<file path="config.mk">
export PLATFORM = sky130hd
export DESIGN_NAME = pf_electron_isolation_sum
export DESIGN_NICKNAME = d
export VERILOG_FILES = /design/src/rtl/eis_pkg.sv /design/src/rtl/pf_electron_isolation_sum.sv /design/src/rtl/eis_csr.sv /design/src/rtl/eis_filter.sv /design/src/rtl/eis_accum.sv
export SDC_FILE = /design/constraint.sdc
export NUM_CORES = 2
export LEC_CHECK = 0
export BUFFER_PORTS_ARGS = -buffer_cell sky130_fd_sc_hd__buf_2
export CORE_MARGIN = 2
export CORE_UTILIZATION = 45
export DETAILED_ROUTE_END_ITERATION = 16
export PLACE_DENSITY = 0.6
export SYNTH_ARGS = -nofsm -noshare
export SYNTH_HDL_FRONTEND = slang
export SYNTH_HIERARCHICAL = 1
export SYNTH_SLANG_ARGS = --single-unit
</file>
<file path="constraint.sdc">
create_clock -name clock -period 13.05 [get_ports clock]
set_clock_uncertainty 0.1 [all_clocks]
set_input_delay 1.305 -clock clock [delete_from_list [all_inputs] [get_ports clock]]
set_output_delay 1.305 -clock clock [all_outputs]
set_load 0.02 [all_outputs]
</file>
<file path="src/rtl/eis_pkg.sv">
// eis_pkg: shared types and constants for the electron isolation sum block.
// No dependencies; imported by every module of the block.

package eis_pkg;

   localparam int MaxCandidates = 1024;
   localparam int CountFieldMax = 2047;
   localparam int PiQ10         = 3217;
   localparam int TwoPiQ10      = 6434;
   localparam int EtaStripQ10   = 26;
   localparam int NhConeSqQ20   = 5139;
   localparam int SumMax        = 16777215;

   localparam logic [10:0] CountCap =
      11'((MaxCandidates > CountFieldMax) ? CountFieldMax : MaxCandidates);

   typedef enum logic [2:0] {
      REG_REF_ETA        = 3'd0,
      REG_REF_PHI        = 3'd1,
      REG_REF_Z          = 3'd2,
      REG_MAX_DZ         = 3'd3,
      REG_NEUTRAL_PT_MIN = 3'd4,
      REG_OUTER_RADIUS   = 3'd5,
      REG_INNER_RADIUS   = 3'd6,
      REG_LEPTON_VETO_ON = 3'd7
   } reg_index_type;

   typedef enum logic [1:0] {
      KIND_OTHER          = 2'd0,
      KIND_PHOTON         = 2'd1,
      KIND_NEUTRAL_HADRON = 2'd2
   } kind_type;

   typedef struct packed {
      logic signed [13:0] ref_eta;
      logic signed [12:0] ref_phi;
      logic signed [15:0] ref_z;
      logic [15:0]        max_dz;
      logic [15:0]        neutral_pt_min;
      logic [25:0]        outer_sq;
      logic [25:0]        inner_sq;
      logic               lepton_veto_on;
   } cfg_type;

   typedef struct packed {
      logic [15:0]        pt;
      logic signed [13:0] eta;
      logic signed [12:0] phi;
      logic signed [15:0] z;
      logic               has_track;
      logic [1:0]         kind;
      logic               shares_ref_track;
      logic               matches_good_lepton;
      logic               last_cand;
   } cand_type;

   typedef struct packed {
      logic [15:0] pt;
      logic        pass;
      logic        last;
   } verdict_type;

endpackage

</file>
<file path="src/rtl/pf_electron_isolation_sum.sv">
// pf_electron_isolation_sum: top level of the electron cone isolation sum.
// Depends on eis_pkg, eis_csr, eis_filter and eis_accum.

// Streams particle candidates at one item per clock and sums the pt of those
// that pass the cuts around the configured reference electron; the candidate
// flagged by req_tlast closes the run and yields one result item with the
// saturated sum and the accepted count. An item passes the input register and
// the cut logic, then the verdict register and the accumulator, which registers
// the result. The accumulator register is the only feedback loop, so the
// block holds one item per clock unless a result sits unread on the output
// while a further last candidate arrives.
module pf_electron_isolation_sum (
   input  logic        clock,
   input  logic        reset,
   input  logic        req_tvalid,
   output logic        req_tready,
   // [15:0] cand_pt, [29:16] cand_eta, [42:30] cand_phi, [58:43] cand_z
   input  logic [63:0] req_tdata,
   // [0] has_track, [2:1] cand_kind, [3] shares_ref_track, [4] matches_good_lepton
   input  logic [4:0]  req_tuser,
   input  logic        req_tlast,
   output logic        rsp_tvalid,
   input  logic        rsp_tready,
   // [23:0] iso_sum, [34:24] accepted_count
   output logic [39:0] rsp_tdata,
   input  logic        csr_valid,
   output logic        csr_ready,
   input  logic [2:0]  csr_index,
   input  logic [15:0] csr_data
);
   import eis_pkg::*;

   cfg_type     cfg;
   cand_type    cand;
   verdict_type vd;
   logic        vd_valid;
   logic        vd_take;
   logic [23:0] iso_sum;
   logic [10:0] accepted_count;

   assign cand.pt                  = req_tdata[15:0];
   assign cand.eta                 = req_tdata[29:16];
   assign cand.phi                 = req_tdata[42:30];
   assign cand.z                   = req_tdata[58:43];
   assign cand.has_track           = req_tuser[0];
   assign cand.kind                = req_tuser[2:1];
   assign cand.shares_ref_track    = req_tuser[3];
   assign cand.matches_good_lepton = req_tuser[4];
   assign cand.last_cand           = req_tlast;

   eis_csr u_csr (
      .clock     (clock),
      .reset     (reset),
      .csr_valid (csr_valid),
      .csr_ready (csr_ready),
      .csr_index (csr_index),
      .csr_data  (csr_data),
      .cfg       (cfg)
   );

   eis_filter u_filter (
      .clock    (clock),
      .reset    (reset),
      .cfg      (cfg),
      .in_valid (req_tvalid),
      .in_ready (req_tready),
      .in_cand  (cand),
      .vd_valid (vd_valid),
      .vd       (vd),
      .vd_take  (vd_take)
   );

   eis_accum u_accum (
      .clock     (clock),
      .reset     (reset),
      .vd_valid  (vd_valid),
      .vd        (vd),
      .vd_take   (vd_take),
      .out_valid (rsp_tvalid),
      .out_ready (rsp_tready),
      .out_sum   (iso_sum),
      .out_count (accepted_count)
   );

   assign rsp_tdata = {5'd0, accepted_count, iso_sum};

endmodule

</file>
<file path="src/rtl/eis_csr.sv">
// eis_csr: configuration registers of the electron isolation sum block.
// Depends on eis_pkg; radius squares are kept precomputed.

module eis_csr (
   input  logic           clock,
   input  logic           reset,
   input  logic           csr_valid,
   output logic           csr_ready,
   input  logic [2:0]     csr_index,
   input  logic [15:0]    csr_data,
   output eis_pkg::cfg_type cfg
);
   import eis_pkg::*;

   cfg_type     cfg_ff;
   cfg_type     cfg_in;
   logic [12:0] radius;
   logic [25:0] radius_sq;

   assign csr_ready = 1'b1;
   assign radius    = csr_data[12:0];
   assign radius_sq = 26'(radius) * 26'(radius);

   always_comb begin
      cfg_in = cfg_ff;
      if (csr_valid) begin
         case (reg_index_type'(csr_index))
            REG_REF_ETA:        cfg_in.ref_eta        = csr_data[13:0];
            REG_REF_PHI:        cfg_in.ref_phi        = csr_data[12:0];
            REG_REF_Z:          cfg_in.ref_z          = csr_data;
            REG_MAX_DZ:         cfg_in.max_dz         = csr_data;
            REG_NEUTRAL_PT_MIN: cfg_in.neutral_pt_min = csr_data;
            REG_OUTER_RADIUS:   cfg_in.outer_sq       = radius_sq;
            REG_INNER_RADIUS:   cfg_in.inner_sq       = radius_sq;
            REG_LEPTON_VETO_ON: cfg_in.lepton_veto_on = csr_data[0];
            default:            cfg_in = cfg_ff;
         endcase
      end
   end

   always_ff @(posedge clock) begin
      if (reset) begin
         cfg_ff.ref_eta        <= '0;
         cfg_ff.ref_phi        <= '0;
         cfg_ff.ref_z          <= '0;
         cfg_ff.max_dz         <= 16'd205;
         cfg_ff.neutral_pt_min <= '0;
         cfg_ff.outer_sq       <= 26'd168100;
         cfg_ff.inner_sq       <= '0;
         cfg_ff.lepton_veto_on <= 1'b0;
      end else begin
         cfg_ff <= cfg_in;
      end
   end

   assign cfg = cfg_ff;

endmodule

</file>
<file path="src/rtl/eis_filter.sv">
// eis_filter: input register and candidate selection cuts.
// Depends on eis_pkg; feeds a verdict register to eis_accum.

module eis_filter (
   input  logic                 clock,
   input  logic                 reset,
   input  eis_pkg::cfg_type     cfg,
   input  logic                 in_valid,
   output logic                 in_ready,
   input  eis_pkg::cand_type    in_cand,
   output logic                 vd_valid,
   output eis_pkg::verdict_type vd,
   input  logic                 vd_take
);
   import eis_pkg::*;

   logic        a_valid_ff, a_valid_in;
   cand_type    a_ff;
   logic        b_valid_ff, b_valid_in;
   verdict_type b_ff, b_in;
   logic        b_free;

   logic signed [14:0] deta;
   logic signed [13:0] dphi_raw, dphi;
   logic signed [16:0] dz;
   logic [13:0]        adeta;
   logic [12:0]        adphi;
   logic [15:0]        adz;
   logic [27:0]        deta_sq;
   logic [25:0]        dphi_sq;
   logic [28:0]        dr2;
   logic               pass;

   assign b_free   = !b_valid_ff || vd_take;
   assign in_ready = !a_valid_ff || b_free;

   assign deta     = 15'(a_ff.eta) - 15'(cfg.ref_eta);
   assign dphi_raw = 14'(a_ff.phi) - 14'(cfg.ref_phi);
   assign dz       = 17'(a_ff.z) - 17'(cfg.ref_z);

   always_comb begin
      if (dphi_raw > 14'(PiQ10)) begin
         dphi = dphi_raw - 14'(TwoPiQ10);
      end else if (dphi_raw < -14'(PiQ10)) begin
         dphi = dphi_raw + 14'(TwoPiQ10);
      end else begin
         dphi = dphi_raw;
      end
   end

   assign adeta   = deta[14] ? 14'(-deta) : deta[13:0];
   assign adphi   = dphi[13] ? 13'(-dphi) : dphi[12:0];
   assign adz     = dz[16] ? 16'(-dz) : dz[15:0];
   assign deta_sq = 28'(adeta) * 28'(adeta);
   assign dphi_sq = 26'(adphi) * 26'(adphi);
   assign dr2     = 29'(deta_sq) + 29'(dphi_sq);

   always_comb begin
      pass = 1'b1;
      if (!a_ff.has_track && a_ff.pt <= cfg.neutral_pt_min) pass = 1'b0;
      if (a_ff.shares_ref_track) pass = 1'b0;
      if (a_ff.has_track && adz >= cfg.max_dz) pass = 1'b0;
      if (!(dr2 < 29'(cfg.outer_sq) && dr2 >= 29'(cfg.inner_sq))) pass = 1'b0;
      if (a_ff.kind == KIND_PHOTON && adeta < 14'(EtaStripQ10)) pass = 1'b0;
      if (!a_ff.has_track && a_ff.kind == KIND_NEUTRAL_HADRON &&
          dr2 < 29'(NhConeSqQ20)) pass = 1'b0;
      if (cfg.lepton_veto_on && a_ff.matches_good_lepton) pass = 1'b0;
   end

   always_comb begin
      a_valid_in = in_ready ? in_valid : a_valid_ff;
      b_valid_in = b_free ? a_valid_ff : b_valid_ff;
      b_in.pt    = a_ff.pt;
      b_in.pass  = pass;
      b_in.last  = a_ff.last_cand;
   end

   always_ff @(posedge clock) begin
      if (reset) begin
         a_valid_ff <= 1'b0;
         b_valid_ff <= 1'b0;
      end else begin
         a_valid_ff <= a_valid_in;
         b_valid_ff <= b_valid_in;
      end
   end

   always_ff @(posedge clock) begin
      if (in_ready && in_valid) begin
         a_ff <= in_cand;
      end
      if (b_free && a_valid_ff) begin
         b_ff <= b_in;
      end
   end

   assign vd_valid = b_valid_ff;
   assign vd       = b_ff;

endmodule

</file>
<file path="src/rtl/eis_accum.sv">
// eis_accum: saturating pt sum and count, result register.
// Depends on eis_pkg; takes verdicts from eis_filter.

module eis_accum (
   input  logic                 clock,
   input  logic                 reset,
   input  logic                 vd_valid,
   input  eis_pkg::verdict_type vd,
   output logic                 vd_take,
   output logic                 out_valid,
   input  logic                 out_ready,
   output logic [23:0]          out_sum,
   output logic [10:0]          out_count
);
   import eis_pkg::*;

   logic [23:0] sum_ff, sum_in, sum_upd;
   logic [10:0] count_ff, count_in, count_upd;
   logic        rsp_valid_ff, rsp_valid_in;
   logic [23:0] rsp_sum_ff;
   logic [10:0] rsp_count_ff;
   logic [24:0] add;
   logic        flush;

   assign vd_take = vd_valid && (!vd.last || !rsp_valid_ff || out_ready);
   assign flush   = vd_take && vd.last;
   assign add     = 25'(sum_ff) + 25'(vd.pt);

   always_comb begin
      sum_upd   = sum_ff;
      count_upd = count_ff;
      if (vd.pass) begin
         sum_upd = add[24] ? 24'(SumMax) : add[23:0];
         if (count_ff < CountCap) count_upd = count_ff + 11'd1;
      end
      sum_in   = sum_ff;
      count_in = count_ff;
      if (vd_take) begin
         sum_in   = vd.last ? '0 : sum_upd;
         count_in = vd.last ? '0 : count_upd;
      end
      rsp_valid_in = flush ? 1'b1 : (out_ready ? 1'b0 : rsp_valid_ff);
   end

   always_ff @(posedge clock) begin
      if (reset) begin
         sum_ff       <= '0;
         count_ff     <= '0;
         rsp_valid_ff <= 1'b0;
      end else begin
         sum_ff       <= sum_in;
         count_ff     <= count_in;
         rsp_valid_ff <= rsp_valid_in;
      end
   end

   always_ff @(posedge clock) begin
      if (flush) begin
         rsp_sum_ff   <= sum_upd;
         rsp_count_ff <= count_upd;
      end
   end

   assign out_valid = rsp_valid_ff;
   assign out_sum   = rsp_sum_ff;
   assign out_count = rsp_count_ff;

endmodule

</file>
=== Word level (Yosys, flattened, before mapping) ===
Index checks and enable logic that the tools add are counted.

* $add $sub $neg: 11
* Multiply operators: 3
* $lt $le $gt $ge: 9
* Eq/ne operators: 9
* Mux-type cells: 14
* Bitwise gates (word level): 1
* Reductions and logical operators: 31

{| class="wikitable"
|+ Operators with widths
! kind !! number
|-
| $mux W24 || 3
|-
| $mul A13 B13 Y26 || 2
|-
| $mux W14 || 3
|-
| $mux W11 || 3
|-
| $add A28 B26 Y29 || 1
|-
| $ge A29 B26 Y1 || 1
|-
| $lt A29 B13 Y1 const B || 1
|-
| $lt A29 B26 Y1 || 1
|-
| $mul A14 B14 Y28 || 1
|-
| $add A24 B16 Y25 || 1
|-
| $sub A16 B16 Y17 || 1
|-
| $ge A16 B16 Y1 || 1
|-
| $le A16 B16 Y1 || 1
|-
| $mux W16 || 1
|-
| $neg A16 Y16 || 1
|-
| $reduce_and A2 Y1 || 8
|-
| $sub A14 B14 Y15 || 1
|-
| $add A14 B14 Y14 const B || 1
|-
| $gt A14 B13 Y1 const B || 1
|-
| $lt A14 B13 Y1 const B || 1
|-
| $lt A14 B5 Y1 const B || 1
|-
| $neg A14 Y14 || 1
|-
| $sub A13 B13 Y14 || 1
|-
| $sub A14 B14 Y14 const B || 1
|-
| 17 further kinds || 40
|}

* Flip-flop bits (word level): 284
* Input port bits: 94
* Output and inout bits: 43
* Logic and storage cells: 105

=== Depth between registers and ports, before layout ===
* Word-level depth: 12
* Depth in mapped cells: 54
* Mapped depth without buffers: 54

=== Hierarchy ===
Netlist, hierarchy kept.

{| class="wikitable"
|+ Modules (own cells, without submodules)
! module !! times used !! cells each !! area an instance (um^2) !! seq. area each (um^2)
|-
| eis_filter || 1 || 2069 || 18649.1 || 2532.4
|-
| eis_csr || 1 || 1174 || 9510.4 || 2522.4
|-
| eis_accum || 1 || 420 || 3926.3 || 1771.7
|-
| pf_electron_isolation_sum || 1 || 6 || 41.3 || 0.0
|}

=== Worst setup path after synthesis ===
OpenSTA, ideal clock, no wires.

* Kind: reg2reg
* Start: register u_filter/a_ff[22] (netlist name)
* End: register u_filter.b_ff (netlist bit u_filter/vd[1]), data pin
* Data arrival time: 11.535 ns
* Required time: 12.798 ns
* Setup slack: 1.263 ns
* Stages on the path, launching flop included: 51
* Period minus slack after synthesis: 11.787 ns
* Cell sequence: edfxtp_1 inv_1 ha_1 fa_1 nor2b_1 o211a_1 nor4b_1 a211oi_2 a31oi_1 o311ai_2 nor3_1 or4_1 a222oi_1 and4_1 a21oi_1 xnor2_2 buf_2 nor2_1 [15 not listed] a21o_1 a221oi_1 o211ai_1 nand3_1 a31oi_1 o21a_1 nor2_1 xor2_1 inv_1 ha_1 a211oi_1 o21ai_0 a21oi_1 o311ai_0 a21oi_1 and3_1 o2111ai_1 a31oi_1

* Cells in the longest elaborated chain, start to end: 12
* Elaborated cells on any way between the ends: 18

{| class="wikitable"
|+ RTL lines
! item !! RTL line !! RTL
|-
| from (decl) || eis_filter.sv:18 || <nowiki>cand_type a_ff;</nowiki>
|-
| from (signal assigned) || eis_filter.sv:90 || <nowiki>a_ff <= in_cand;</nowiki>
|-
| $sub A13 B13 Y14 (*) || eis_filter.sv:38 || <nowiki>assign dphi_raw = 14'(a_ff.phi) - 14'(cfg.ref_phi);</nowiki>
|-
| $add A14 B14 Y14 / $lt A14 B13 Y1 (equally long branches) || eis_filter.sv:45, eis_filter.sv:44 ||
|-
| $mux W14 || eis_filter.sv:44 || <nowiki>end else if (dphi_raw < -14'(PiQ10)) begin</nowiki>
|-
| $mux W14 (*) || eis_filter.sv:42 || <nowiki>if (dphi_raw > 14'(PiQ10)) begin</nowiki>
|-
| $neg A13 Y13 || eis_filter.sv:52 || <nowiki>assign adphi = dphi[13] ? 13'(-dphi) : dphi[12:0];</nowiki>
|-
| $mux W13 (*) || eis_filter.sv:52 ||
|-
| $mul A13 B13 Y26 (*) || eis_filter.sv:55 || <nowiki>assign dphi_sq = 26'(adphi) * 26'(adphi);</nowiki>
|-
| $add A28 B26 Y29 (*) || eis_filter.sv:56 || <nowiki>assign dr2 = 29'(deta_sq) + 29'(dphi_sq);</nowiki>
|-
| $lt A29 B26 Y1 / $ge A29 B26 Y1 (equally long branches) || eis_filter.sv:63 || <nowiki>if (!(dr2 < 29'(cfg.outer_sq) && dr2 >= 29'(cfg.inner_sq))) pass = 1'b0;</nowiki>
|-
| $logic_and A1 B1 Y1 || eis_filter.sv:63 ||
|-
| $not A1 Y1 (no source line) || -- ||
|-
| $reduce_or A6 Y1 (no source line) (*) || -- ||
|-
| to (signal assigned) || eis_filter.sv:93 || <nowiki>b_ff <= b_in;</nowiki>
|-
| to (decl) || eis_filter.sv:20 || <nowiki>verdict_type b_ff, b_in;</nowiki>
|}

Mark *: on every way between the ends. The rest lies on a longest branch, timed or not.
A chain may end at the register's enable or synchronous reset.

=== Final worst setup path ===
* Start: register u_csr.cfg_ff (netlist bit u_csr/cfg[103])
* End: register u_filter.b_ff (netlist bit u_filter/vd[1]), data pin

* Cells in the longest elaborated chain, start to end: 12
* Elaborated cells on any way between the ends: 18

{| class="wikitable"
|+ RTL lines
! item !! RTL line !! RTL
|-
| from (decl) || eis_csr.sv:15 || <nowiki>cfg_type cfg_ff;</nowiki>
|-
| from (signal assigned) || eis_csr.sv:52 || <nowiki>cfg_ff <= cfg_in;</nowiki>
|-
| $sub A13 B13 Y14 (*) || eis_filter.sv:38 ||
|-
| $add A14 B14 Y14 / $lt A14 B13 Y1 (equally long branches) || eis_filter.sv:45, eis_filter.sv:44 ||
|-
| $mux W14 || eis_filter.sv:44 ||
|-
| $mux W14 (*) || eis_filter.sv:42 ||
|-
| $neg A13 Y13 || eis_filter.sv:52 ||
|-
| $mux W13 (*) || eis_filter.sv:52 ||
|-
| $mul A13 B13 Y26 (*) || eis_filter.sv:55 ||
|-
| $add A28 B26 Y29 (*) || eis_filter.sv:56 ||
|-
| $lt A29 B26 Y1 / $ge A29 B26 Y1 (equally long branches) || eis_filter.sv:63 ||
|-
| $logic_and A1 B1 Y1 || eis_filter.sv:63 ||
|-
| $not A1 Y1 (no source line) || -- ||
|-
| $reduce_or A6 Y1 (no source line) (*) || -- ||
|}

Marks and branches as above.

==> results.toml <==
[status]
status = "complete, no violations"

[floorplanning]
coreArea_mm2 = 0.0704
initial_core_util_pct = 45.6
die_w_um = 271
die_h_um = 271
ios = 137
rows = 97
die_area_mm2 = 0.0735

[drt]
dr.pass1.iters = 5
drt_iter0_markers = 1435
drc = 0
via_count = 24503
drt-wirelength-per-cell_um = 16.0
wl_mm = 76.0
ant_nets = 0
post_drt_via_cell_ratio = 5.15

[clocking]
clkTransAtPathRegs_ns = 0.06
cts-htree-levels = 1
cts_buffer_depth = 3
clock-sinks = 282
cts_hold_buf = 0
cts_made_buffers = 31
cts_tree = "built"
cts-root-buf = "clkbuf_16"
insertion_delay_ns = 0.58

[timing]
fmax_mhz = 80.9
slew_headroom_pct = 27.4
timing.final.crit_share_pct = 94.7
hold_violations = 0
rsz0062_at_grt = "false"
setup_tns_ns = 0
fin_hold_ws_ns = 0.325
setup_viol = 0
worst_pin_slew_ns = 1.08
finalCriticalPeriod_ns = 12.36
slew_viol_final = 0

[critical_path]
crit_arrival_ns = 12.63
path_buf_inv = 11
critPathRequiredTime_ns = 13.32
worstSetupPathType = "reg2reg"
cp_slowest_cell = "fa_1"
crit_path_frequent_cell = "inv_1"
critPathMaxStageDelay_ns = 0.56
critPathMaxFanout = 8
critPathLaunchType = "register"
critical_path.top_delay_family = "adder cells"
endpoint_kind = "register"

[synth]
synth_top_area_cell = "fa_1"
ys_warn_count = 6
synth_cell_type_count = 98
synth-edff-count = 118
syn_inst = 3669
yosys-top-cells-area = "fa_1 23%, ha_1 13%, edfxtp_1 11%, dfxtp_1 10%, inv_1 8.3%"
ys_seq_area_share_pct = 21.2
synth-seq-cells = 282
netlist_area_mm2 = 0.0321
postSynthAreaPerCell_um2 = 8.76
synth_top_area_share_pct = 22.8
async_flop_share_pct = 0
ys.flop_type = "dfxtp_1"

[global_route]
grt_pass1_wl_mm = 125
grt_max_degree = 66
busiest_layer = "met2"
grt-ovfl-total = 0
grt_pass1_vias = 24660
grt_antenna_before_repair = 4
grt_use_met2_pct = 35.9
grt.met1_usage_pct = 28.9
met3_usage_pct = 2.49
grt_usage_pct = 21.0

[cells_and_area]
final_layout_size_suffix_gt1_share_pct = 8.92
final_cell_area_mm2 = 0.0352
fin_nets = 4587
areaGrowthSynthToFinish_pct = 9.71
fillers = 6869
fin_util_pct = 50.1

[place]
gp_congestion = 0.873
dpl_cell_area_mm2 = 0.0340
port_buffers = 125
dp_hpwl_mm = 61.7

[run]
max_cap_violations = 0

[hold_path]
hp-class = "reg2reg"
kinds of logic after synthesis:
| group | Yosys count | synth area share, % |
|---|---|---|
| other | 5 | 0.0584 |
| AND/OR/NAND/NOR | 1060 | 15.4 |
| multiplexers | 22 | 0.752 |
| buffers and inverters | 839 | 9.97 |
| AO/OA/AOI/OAI | 603 | 12.4 |
| XOR/XNOR | 152 | 4.19 |
| flip-flops | 282 | 21.2 |
| adder cells (fa/ha/maj) | 706 | 36.0 |
cells in the final DEF, fill, tap and decap left out, types with 18 or more instances in the layout:
master / n
inv_1: 708
nand2_1: 416
fa_1: 365
ha_1: 339
nor2_1: 245
a21oi_1: 195
dfxtp_1: 164
buf_2: 124
edfxtp_1: 118
o21ai_0: 107
xnor2_1: 95
buf_4: 74
nor3_1: 51
xor2_1: 51
nand3_1: 49
nor2b_1: 42
nand2b_1: 42
a21o_1: 39
and2_1: 36
clkbuf_16: 31
and3_1: 31
a31oi_1: 30
nand4_1: 29
o21a_1: 28
or2_2: 25
a211oi_1: 24
or3_1: 18
routing by layer:
| metal | vias to the layer above | share of wire, % |
|---|---|---|
| met5 | - | 0.030 |
| li1 | 12161 | - |
| met2 | 418 | 47 |
| met3 | 78 | 3.9 |
| met4 | 4 | 1.9 |
| met1 | 11842 | 47 |
layout make-up:
cell class | count | area, um^2 | share of cell area (%)
well taps | 940 | 1180 | 3.34
repair buffers | 199 | 1200 | 3.39
clock inverters | 21 | 245 | 0.696
multi-input cells | 2556 | 22300 | 63.3
flip-flops and latches | 282 | 6830 | 19.4
diodes | 3 | 7.51 | 0.0213
clock buffers | 37 | 808 | 2.29
inverters | 717 | 2690 | 7.64
synthesized netlist by cell type, types with 33 or more instances:
master	number
nand2_1	417
nor3_1	53
a31oi_1	33
nand2b_1	42
nor2_1	248
ha_1	340
xnor2_1	98
inv_1	710
a21oi_1	195
a21o_1	39
clkbuf_1	98
nor2b_1	45
and2_1	37
dfxtp_1	164
fa_1	366
nand3_1	50
edfxtp_1	118
xor2_1	52
o21ai_0	110
worst reg2reg max path, delay by kind of cell, from the launching register on:
kind                     cells  cell delay [ns]
XOR/XNOR                     2             0.37
AO/OA/AOI/OAI               20             3.83
flip-flops                   1             0.33
AND/OR/NAND/NOR              9             1.97
adder cells (fa/ha/maj)     10             4.51
buffers and inverters       11             1.02
registers in the layout, summed over array words and instances (netlist names):
signal	count
u_csr/cfg	126
u_filter/a_ff	65
u_accum/out_sum	24
u_accum/sum_ff	24
u_filter/vd	18
u_accum/count_ff	11
u_accum/out_count	11
u_accum/out_valid	1
u_filter/a_valid_ff	1
u_filter/vd_valid	1
stage by stage:
| stage | worst slack, ns | std cells |
|---|---|---|
| 2_1_floorplan | 1.26 | 3677 |
| 3_3_place_gp | 0.294 | 4689 |
| 3_5_place_dp | 0.176 | 4689 |
| 4_1_cts | 0.118 | 4747 |
| 5_1_grt | 0.0379 | 4752 |
| 6_report | 0.695 | 4755 |
what timing repair did:
item | in CTS | in global routing
buffers inserted | 0 | 5
setup endpoints to repair | 0 | 1
resized for setup | 0 | 31
worst paths after layout:
path                          from        endpoint  slack [ns]  depth (start not counted)
setup / recovery    u_csr/cfg[103]  u_filter/vd[1]        0.69                         52
hold / removal    u_filter/a_ff[0]  u_filter/vd[0]        0.32                          0
setup reg to reg    u_csr/cfg[103]  u_filter/vd[1]        0.69                         52
hold reg to reg   u_filter/a_ff[0]  u_filter/vd[0]        0.32                          0
Power is left out: the tool's default activity adds up to more than one toggle a clock period on the data nets, which glitch-free logic cannot reach.
